## config.mk

```make
export PLATFORM = sky130hd
export DESIGN_NAME = servo_status_packet_receiver
export DESIGN_NICKNAME = d
export VERILOG_FILES = /design/src/rtl/svr_pkg.sv /design/src/rtl/svr_in_reg.sv /design/src/rtl/svr_core.sv /design/src/rtl/svr_out_reg.sv /design/src/rtl/servo_status_packet_receiver.sv
export SDC_FILE = /design/constraint.sdc
export NUM_CORES = 1
export LEC_CHECK = 0
export BUFFER_PORTS_ARGS = -buffer_cell sky130_fd_sc_hd__buf_2
export CAP_MARGIN = 15
export CORE_UTILIZATION = 35
export CTS_BUF_LIST = sky130_fd_sc_hd__clkbuf_8
export DETAILED_ROUTE_END_ITERATION = 12
export GPL_ROUTABILITY_DRIVEN = 0
export PLACE_DENSITY = 0.61
export SETUP_SLACK_MARGIN = 0.02
export SLEW_MARGIN = 25
export SYNTH_ARGS = -nofsm -noshare
export SYNTH_HDL_FRONTEND = slang
export SYNTH_SLANG_ARGS = --single-unit
export TNS_END_PERCENT = 10
```

## constraint.sdc

```tcl
create_clock -name clk -period 7.1 [get_ports clk]
set_input_delay 0 -clock clk [delete_from_list [all_inputs] [get_ports clk]]
set_output_delay 0 -clock clk [all_outputs]
set_load 0.005 [all_outputs]
```

## src/rtl/svr_pkg.sv

```systemverilog
// shared types and constants for the servo status packet receiver
// no dependencies; imported by every rtl module of the block
package svr_pkg;

  localparam logic [1:0] OP_ARM  = 2'd0;
  localparam logic [1:0] OP_BYTE = 2'd1;
  localparam logic [1:0] OP_TICK = 2'd2;

  localparam logic [1:0] KIND_PARAM   = 2'd0;
  localparam logic [1:0] KIND_OK      = 2'd1;
  localparam logic [1:0] KIND_CSUM    = 2'd2;
  localparam logic [1:0] KIND_TIMEOUT = 2'd3;

  localparam logic [7:0]  HEADER_BYTE   = 8'hFF;
  localparam logic [15:0] TIMEOUT_RESET = 16'(16 * 1000);
  localparam logic [15:0] TICK_MAX      = 16'hFFFF;

  typedef struct packed {
    logic [1:0] opcode;
    logic [7:0] data_byte;
  } item_t;

  typedef struct packed {
    logic [1:0] kind;
    logic [7:0] value;
    logic [7:0] sender_id;
    logic       overflowed;
  } result_t;

endpackage

```

## src/rtl/svr_in_reg.sv

```systemverilog
// input register stage: holds one accepted word until the core takes it
// depends on svr_pkg
module svr_in_reg (
  input  logic           clk,
  input  logic           rst,
  input  logic           in_valid,
  output logic           in_stall,
  input  svr_pkg::item_t in_item,
  input  logic           advance,
  output logic           item_valid,
  output svr_pkg::item_t item
);
  import svr_pkg::*;

  logic take;

  assign in_stall = item_valid && !advance;
  assign take     = in_valid && !in_stall;

  always_ff @(posedge clk) begin
    if (rst) begin
      item_valid <= 1'b0;
    end else if (take) begin
      item_valid <= 1'b1;
    end else if (advance) begin
      item_valid <= 1'b0;
    end
  end

  always_ff @(posedge clk) begin
    if (take) begin
      item <= in_item;
    end
  end

endmodule

```

## src/rtl/svr_core.sv

```systemverilog
// packet state and combinational parse, checksum and timeout logic
// depends on svr_pkg
module svr_core #(
  parameter int BUFFER_BYTES = 32
) (
  input  logic             clk,
  input  logic             rst,
  input  logic             proc,
  input  svr_pkg::item_t   item,
  input  logic [15:0]      timeout_ticks,
  output logic             res_valid,
  output svr_pkg::result_t res
);
  import svr_pkg::*;

  localparam logic [7:0] BUF_LIMIT = 8'(BUFFER_BYTES);

  logic        armed, armed_next;
  logic [7:0]  byte_count, byte_count_next;
  logic        header_good, header_good_next;
  logic [7:0]  packet_length, packet_length_next;
  logic [7:0]  packet_id, packet_id_next;
  logic [7:0]  status_byte, status_byte_next;
  logic [7:0]  running_sum, running_sum_next;
  logic [15:0] tick_count, tick_count_next;
  logic        overflow_flag, overflow_flag_next;

  logic [8:0] check_pos;
  logic       in_body;

  always_comb begin
    armed_next         = armed;
    byte_count_next    = byte_count;
    header_good_next   = header_good;
    packet_length_next = packet_length;
    packet_id_next     = packet_id;
    status_byte_next   = status_byte;
    running_sum_next   = running_sum;
    tick_count_next    = tick_count;
    overflow_flag_next = overflow_flag;
    res_valid          = 1'b0;
    res.kind           = KIND_PARAM;
    res.value          = 8'd0;
    res.sender_id      = packet_id;
    res.overflowed     = overflow_flag;
    check_pos          = 9'd0;
    in_body            = 1'b0;

    if (proc) begin
      case (item.opcode)
        OP_ARM: begin
          armed_next         = 1'b1;
          byte_count_next    = 8'd0;
          header_good_next   = 1'b0;
          packet_length_next = 8'd0;
          packet_id_next     = 8'd0;
          status_byte_next   = 8'd0;
          running_sum_next   = 8'd0;
          tick_count_next    = 16'd0;
          overflow_flag_next = 1'b0;
        end
        OP_BYTE: begin
          if (armed) begin
            if (byte_count >= BUF_LIMIT) begin
              overflow_flag_next = 1'b1;
            end else begin
              byte_count_next = byte_count + 8'd1;
              case (byte_count)
                8'd0: header_good_next = (item.data_byte == HEADER_BYTE);
                8'd1: header_good_next = header_good && (item.data_byte == HEADER_BYTE);
                8'd2: packet_id_next = item.data_byte;
                8'd3: packet_length_next = item.data_byte;
                8'd4: status_byte_next = item.data_byte;
                default: ;
              endcase
              check_pos = {1'b0, packet_length_next} + 9'd3;
              in_body   = (byte_count >= 8'd2) && ({1'b0, byte_count} < check_pos);
              if (in_body) begin
                running_sum_next = running_sum + item.data_byte;
              end
              res.sender_id = packet_id_next;
              if (header_good_next && byte_count >= 8'd3) begin
                if ({1'b0, byte_count} >= check_pos) begin
                  armed_next = 1'b0;
                  res_valid  = 1'b1;
                  res.kind   = (~running_sum == item.data_byte) ? KIND_OK : KIND_CSUM;
                  res.value  = status_byte_next;
                end else if (byte_count >= 8'd5) begin
                  res_valid = 1'b1;
                  res.kind  = KIND_PARAM;
                  res.value = item.data_byte;
                end
              end
            end
          end
        end
        OP_TICK: begin
          if (armed) begin
            if (tick_count != TICK_MAX) begin
              tick_count_next = tick_count + 16'd1;
            end
            if (tick_count_next >= timeout_ticks) begin
              armed_next = 1'b0;
              res_valid  = 1'b1;
              res.kind   = KIND_TIMEOUT;
              res.value  = 8'd0;
            end
          end
        end
        default: ;
      endcase
    end
  end

  always_ff @(posedge clk) begin
    if (rst) begin
      armed         <= 1'b0;
      byte_count    <= 8'd0;
      header_good   <= 1'b0;
      packet_length <= 8'd0;
      packet_id     <= 8'd0;
      status_byte   <= 8'd0;
      running_sum   <= 8'd0;
      tick_count    <= 16'd0;
      overflow_flag <= 1'b0;
    end else begin
      armed         <= armed_next;
      byte_count    <= byte_count_next;
      header_good   <= header_good_next;
      packet_length <= packet_length_next;
      packet_id     <= packet_id_next;
      status_byte   <= status_byte_next;
      running_sum   <= running_sum_next;
      tick_count    <= tick_count_next;
      overflow_flag <= overflow_flag_next;
    end
  end

`ifndef SYNTH
  a_res_needs_proc: assert property (@(posedge clk) disable iff (rst)
    res_valid |-> proc)
    else $error("result without a word being processed");

  a_outcome_disarms: assert property (@(posedge clk) disable iff (rst)
    (res_valid && res.kind != KIND_PARAM) |=> !armed)
    else $error("receiver still armed after an outcome");

  a_count_bounded: assert property (@(posedge clk) disable iff (rst)
    byte_count <= BUF_LIMIT)
    else $error("byte count past buffer capacity");

  a_arm_clears: assert property (@(posedge clk) disable iff (rst)
    (proc && item.opcode == OP_ARM) |=> (armed && byte_count == 8'd0 && !overflow_flag))
    else $error("arm did not restart reception");
`endif

endmodule

```

## src/rtl/svr_out_reg.sv

```systemverilog
// result register: holds one result word until the receiver takes it
// depends on svr_pkg
module svr_out_reg (
  input  logic             clk,
  input  logic             rst,
  input  logic             res_valid,
  input  svr_pkg::result_t res,
  output logic             advance,
  output logic             out_valid,
  input  logic             out_stall,
  output svr_pkg::result_t out_res
);
  import svr_pkg::*;

  assign advance = !out_valid || !out_stall;

  always_ff @(posedge clk) begin
    if (rst) begin
      out_valid <= 1'b0;
    end else if (advance) begin
      out_valid <= res_valid;
    end
  end

  always_ff @(posedge clk) begin
    if (advance && res_valid) begin
      out_res <= res;
    end
  end

endmodule

```

## src/rtl/servo_status_packet_receiver.sv

```systemverilog
// Servo bus status packet receiver. Takes one word per clock while in_stall is low (arm,
// received byte or timer tick): one register holds the accepted word, the packet state
// updates combinationally behind it, and a result register drives the output. Sustained
// rate is one word per cycle; in_stall follows out_stall only when both registers are
// full. timeout_ticks may be written at any time (cfg_ready is always high) but is meant
// to change only while the block is idle.
// depends on svr_pkg, svr_in_reg, svr_core, svr_out_reg
module servo_status_packet_receiver #(
  parameter int BUFFER_BYTES = 32
) (
  input  logic        clk,
  input  logic        rst,
  input  logic        in_valid,
  output logic        in_stall,
  input  logic [1:0]  opcode,
  input  logic [7:0]  data_byte,
  output logic        out_valid,
  input  logic        out_stall,
  output logic [1:0]  kind,
  output logic [7:0]  value,
  output logic [7:0]  sender_id,
  output logic        overflowed,
  input  logic        cfg_valid,
  output logic        cfg_ready,
  input  logic [15:0] timeout_ticks
);
  import svr_pkg::*;

  logic [15:0] timeout_reg;
  item_t       in_item;
  item_t       item;
  logic        item_valid;
  logic        advance;
  logic        res_valid;
  result_t     res;
  result_t     out_res;

  assign cfg_ready = 1'b1;

  always_ff @(posedge clk) begin
    if (rst) begin
      timeout_reg <= TIMEOUT_RESET;
    end else if (cfg_valid && cfg_ready) begin
      timeout_reg <= timeout_ticks;
    end
  end

  assign in_item.opcode    = opcode;
  assign in_item.data_byte = data_byte;

  svr_in_reg u_in (
    .clk        (clk),
    .rst        (rst),
    .in_valid   (in_valid),
    .in_stall   (in_stall),
    .in_item    (in_item),
    .advance    (advance),
    .item_valid (item_valid),
    .item       (item)
  );

  svr_core #(
    .BUFFER_BYTES (BUFFER_BYTES)
  ) u_core (
    .clk           (clk),
    .rst           (rst),
    .proc          (item_valid && advance),
    .item          (item),
    .timeout_ticks (timeout_reg),
    .res_valid     (res_valid),
    .res           (res)
  );

  svr_out_reg u_out (
    .clk       (clk),
    .rst       (rst),
    .res_valid (res_valid),
    .res       (res),
    .advance   (advance),
    .out_valid (out_valid),
    .out_stall (out_stall),
    .out_res   (out_res)
  );

  assign kind       = out_res.kind;
  assign value      = out_res.value;
  assign sender_id  = out_res.sender_id;
  assign overflowed = out_res.overflowed;

endmodule
```

# Word level (Yosys, flattened, before mapping)
# Cells that the tools add are included.
# Widths: inputs -> output; s select.
# classes
addsub,4
magnitude_cmp,7
n_eq_ne,14
muxes,69
n_bitwise,1
reduce_logical,23
# op_table
cell,count
$mux 8,21
$mux 16,5
$pmux 8 s2,5
$mux 10,4
$mux 18,2
$pmux 16 s2,1
$mux 1,24
$pmux 10 s2,1
$add 16x1->16 const B,1
$eq 8x2->1 const B,2
$ge 16x16->1,1
$ge 8x2->1 const B,2
$ne 16x16->1 const B,1
$add 8x2->9 const B,1
$ge 8x9->1,1
$lt 8x9->1,1
$add 8x1->8 const B,1
$add 8x8->8,1
$eq 8x1->1 const B,1
$eq 8x3->1 const B,1
$eq 8x8->1,1
$eq 8x8->1 const B,1
$ge 8x3->1 const B,1
$ge 8x6->1 const B,1
19 further kinds,37
# totals
reg_bits,106
input_bits,31
output_inout_bits,22
word_cells,136

# Logic depth before layout (Yosys ltp)
# depth
ltp_word,15
depth_mapped,16
ltp_nobuf,14

# By module
# From an unflattened synthesis, not the netlist that was laid out.
# unflattened
hier_cells,649
hier_area_um2,5878.1
# by_module_without_submodules
mod,n_inst,cells_per_inst,area_each_um2,seq_area_each_um2
svr_core,1,556,4302.9,1181.1
servo_status_packet_receiver,1,55,615.6,320.3
svr_out_reg,1,24,609.3,590.6
svr_in_reg,1,14,350.3,320.3

# Worst setup path before layout
# OpenSTA, ideal clock, no wires.
# synth_path
path_kind,register -> register
from,register u_core.byte_count[0]
to,"register, netlist name u_out.out_res[0]"
arrival_ps,3853
setup_slack_ps,2870
path_stages_with_launch,16
synth_period_minus_slack_ps,4230
path_cell_list,dfxtp_1 -> ha_1 -> nand3_4 -> buf_1 -> mux2i_1 -> ha_1 -> nand2b_1 -> nand2b_1 -> xnor2_1 -> ha_1 -> a21oi_1 -> o21ai_0 -> o32a_1 -> o21ai_1 -> a31oi_1 -> o2111a_1
# synth_via
elab_chain_len,15
# synth_lines
item,line_no,rtl
start: declaration,svr_core.sv:19,"logic [7:0] byte_count, byte_count_next;"
start signal: assignment,svr_core.sv:128,byte_count <= byte_count_next;
$eq 8x2->1,svr_core.sv:68,case (byte_count)
$mux 8,svr_core.sv:68,
$mux 8,svr_core.sv:64,if (byte_count >= BUF_LIMIT) begin
$mux 8,svr_core.sv:63,if (armed) begin
$mux 8,svr_core.sv:50,case (item.opcode)
$mux 8,svr_core.sv:49,if (proc) begin
$add 8x2->9,svr_core.sv:76,"check_pos = {1'b0, packet_length_next} + 9'd3;"
$ge 8x9->1,svr_core.sv:83,"if ({1'b0, byte_count} >= check_pos) begin"
$mux 1,svr_core.sv:83,
$mux 1,svr_core.sv:82,if (header_good_next && byte_count >= 8'd3) begin
$mux 1 *,svr_core.sv:64,
$mux 1 *,svr_core.sv:63,
$pmux 1 s2 *,svr_core.sv:50,
$mux 1 *,svr_core.sv:49,
$logic_and 1x1->1 *,svr_out_reg.sv:26,if (advance && res_valid) begin
# Mark *: on every way between the ends. The rest lies on a longest branch, timed or not. The select of a mux whose other input is x is not followed.
# A chain may end at the register's enable or synchronous reset.

# Worst setup path after layout
# layout_path
from,register u_core.byte_count[5]
to,"register, netlist name u_out.out_res[14]"
# layout_via
elab_chain_len,15
# layout_lines
item,line_no
$eq 8x2->1,svr_core.sv:68
$mux 8,svr_core.sv:68
$mux 8,svr_core.sv:64
$mux 8,svr_core.sv:63
$mux 8,svr_core.sv:50
$mux 8,svr_core.sv:49
$add 8x2->9,svr_core.sv:76
$ge 8x9->1,svr_core.sv:83
$mux 1,svr_core.sv:83
$mux 1,svr_core.sv:82
$mux 1 *,svr_core.sv:64
$mux 1 *,svr_core.sv:63
$pmux 1 s2 *,svr_core.sv:50
$mux 1 *,svr_core.sv:49
$logic_and 1x1->1 *,svr_out_reg.sv:26
# Marks and branches as above.

==> flow_results.org <==
** Pwr
- In this run the power spent charging and discharging nets is 0.000283 W.
- The share of total power dissipated in the clock network is 0.378.
- The analysis attributes to cell leakage a power of 2.85 nW.
- Overall Power :: 0.00118 W
- Sequential group share of total power :: 0.549
- Max VDD drop :: 0.156 mV
- In this run the power density over the cells is 171 nW/um^2.
- Switching part of the total :: 0.239
- Logic gate share of total power :: 0.072
- The internal power of the cells totals 0.000899 W.

** STA
- Setup violations remaining at the end of the flow were counted as 0.
- Crit path time final :: 5.18 ns
- For the pin with the worst max-slew slack, the measured transition is 0.957 ns.
- Headroom to the max-slew limit came out at 0.359.
- Final total negative setup slack :: 0 ns
- Dividing the final minimum period by the clock period gives 0.729.
- The number of hold violations in the final report came to 0.
- The final number of max-transition violations was 0.
- Maximum clock frequency :: 0.193 GHz
- Post-Route Skew :: 0.0140 ns
- RSZ-0062 raised after global routing :: false

** Global route
- Initial antenna violation count :: 0
- GR Util All Layers :: 0.179
- Total congestion overflow after global routing :: 0
- The first global-routing pass estimated 24.6 mm of wire.
- Vias in the first global route :: 4844
- Entering global routing, the biggest net connects 51 pins.

** Synth
- After technology mapping, the gate count stands at 639.
- Library cell with the largest summed area after synthesis :: dfxtp_1
- Main flop type after synthesis :: dfxtp_1
- In this run the cell area of the synthesized design comes to 5960 um^2.
- In the post-synthesis netlist, the cell with the most instances is dfxtp_1.
- Synthesized netlist net count :: 712
- After synthesis, the most frequently instantiated cells are 77 x dfxtp_1, 73 x nor2_1, 50 x nand2_1.
- Number of flops mapped to enable cells by yosys :: 29
- Post-synth top area share :: 0.258
- Synth top area cells :: dfxtp_1 26%, edfxtp_1 15%, ha_1 8.6%, nor2_1 4.6%, a22o_1 4.0%
- In this run, distinct cell masters in the synthesized netlist total 67.
- Register bit count reported by yosys :: 106
- Ys Warns :: 0
- Synth Area per Inst :: 9.33 um^2
- Register area share after synthesis :: 0.404
- Fraction of synthesis flops using an asynchronous set or reset pin :: 0

** Final layout
- The area growth from synthesis to layout is 15.6%.
- The multi-input combinational cells in the finished layout cover a total of 3320 um^2.
- Number of flip-flops under the largest register name :: 19
- Fin nets :: 773
- Area taken by flip-flops and latches :: 2410 um^2
- Diode count :: 0
- Layout filler cell count :: 1638
- Fraction of layout cells with a size suffix above 1 :: 0.126

** Clock network
- Clock sink count :: 106
- TritonCTS clock tree :: done
- Clock Pin Slew Worst Setup and Hold Paths :: 0.10 ns
- The tree is rooted in a clkbuf_8.
- Buffers inserted during clock tree synthesis total 9.
- The later pin in the worst-skew pair is clocked with a latency of 0.39 ns.
- Setup bufs post-CTS :: 0
- Clock tree buffer depth :: 2
- The H-tree was split into 3 levels.

** Flow run
- Max-cap violations :: 0

** Drt
- The first TritonRoute pass finished after 5 iterations.
- Routed WL per cell :: 16.5 um
- Detailed Route WL :: 15.2 mm
- The count of nets left with antenna violations once routing finished came out at 0.
- After detailed routing, the number of vias per cell comes to 5.47.
- For this run, design rule violations remaining after detail routing come to 0.
- Detailed-route via count :: 5064
- Number of DRC markers after the initial detailed-route iteration :: 453

** Die
- The die is 133 um tall.
- Core footprint :: 16600 um^2
- The floorplan step defined a die boundary enclosing 17600 um^2.
- Number of top-level design ports :: 53
- For this configuration, the core starts out at a cell density of 0.360.
- Horizontal die dimension :: 133 um
- After floorplanning, the core was divided into 47 placement rows.

** Placement
- The wire-length estimate of the detail-placed layout is 10.8 mm.
- Port buffering added 51 buffers.

** Critical path
- In this run the worst path has a maximum fanout of 19.
- Startpoint Class :: register
- The worst setup path is captured at a register.
- The largest individual stage delay along the critical path comes from the cell o2111a_1.
- The critical path goes through nor3_2 > nand3_4 > mux2i_1 > ha_1 > nand2b_1 > nand2b_1 > xnor2_1 > ha_1 > a21oi_1 > o21ai_0 > o32a_1 > o21ai_1 > a31oi_1 > o2111a_1.
- For the worst setup path, the data arrival time is 5.21 ns.
- Longest individual stage delay on the worst path :: 0.76 ns
- Data required time of the critical path :: 7.13 ns
- WS Path Type :: reg2reg

** Min path
- Kind of path behind the tightest hold check :: in2reg

** Outcome
- Result of the run :: finished clean
stage by stage:
step / instances / hold WS (ns) / setup WS [ns] / utilization / instance area (um^2)
after detailed placement: 881 / 0.178 / 2.05 / 0.384 / 6380
after global placement: 881 / 0.176 / 2.31 / 0.384 / 6380
after floorplan: 639 / 0.0989 / 2.87 / - / 5960
after global routing: 925 / 0.0927 / 1.56 / 0.416 / 6890
after CTS: 925 / 0.106 / 1.98 / 0.415 / 6890
final: 925 / 0.0894 / 1.92 / 0.416 / 6890
critical path, delay by kind of cell (launching register included):
family,cells,cell delay [ns]
AOI/OAI and AO/OA,6,2.02
and+or+nand+nor,4,1.31
adders and majority gates,2,0.65
DFF,1,0.37
muxes,1,0.36
xor gates and xnor gates,1,0.09
cell usage in the layout, fill, tap and decap left out, types with 16 or more instances in the layout:
cell / netlist / routed
dfxtp_1: 77 / 77
a22o_1: 27 / 27
nand2_1: 50 / 50
inv_1: 27 / 28
mux2i_1: 22 / 22
buf_2: 2 / 50
a22oi_1: 25 / 25
xnor2_1: 24 / 24
edfxtp_1: 29 / 29
ha_1: 41 / 41
a21oi_1: 24 / 24
nand3_1: 16 / 16
nor2_1: 73 / 73
dlygate4sd3_1: 0 / 28
o211ai_1: 16 / 16
timing repair:
action,in CTS,in global routing
hold buffers,28,0
gates resized for setup,0,0
hold endpoints to repair,28,0
final cells by class:
| cell class | instances | area share |
|---|---|---|
| multi-input cells | 476 | 0.482 |
| flip-flops and latches | 106 | 0.350 |
| repair buffers | 80 | 0.0791 |
| well taps | 220 | 0.0399 |
| clock buffers | 9 | 0.0180 |
| clock inverters | 7 | 0.0160 |
| inverters | 27 | 0.0147 |
worst paths after layout:
path | start | endpoint | slack (ns) | depth (start not counted)
setup / recovery | u_core.byte_count[5] | u_out.out_res[14] | 1.92 | 14
hold / removal | rst | timeout_reg[5] | 0.09 | 2
setup reg to reg | u_core.byte_count[5] | u_out.out_res[14] | 1.92 | 14
hold reg to reg | u_core.overflow_flag | u_out.out_res[0] | 0.44 | 0
metal layers:
metal	wire length [um]	part of all wire	GRT usage
met5	0	0	0
met4	415	0.027	0.0741
met3	864	0.057	0.0429
met2	6710	0.44	0.278
met1	7240	0.48	0.238
power by group through the flow:
stage / Sequential, W / Clock, W / Combinational (W)
final: 0.000649 / 0.000447 / 0.0000856
after global routing: 0.000651 / 0.000488 / 0.0000949
after CTS: 0.000649 / 0.000461 / 0.0000851
after detailed placement: 0.000662 / 0 / 0.0000729
after global placement: 0.000662 / 0 / 0.0000707
after floorplan: 0.000649 / 0 / 0.0000551
kinds of logic after synthesis:
logic type,after synthesis,share of synthesized area
simple gates,207,0.166
compound gates,162,0.197
flops,106,0.404
buf+inv,57,0.0382
fa+ha+maj,42,0.0894
mux,35,0.0621
xor+xnor,29,0.0426
other cells,1,0.000629
Note: power is estimated with default switching activity, not from simulation.
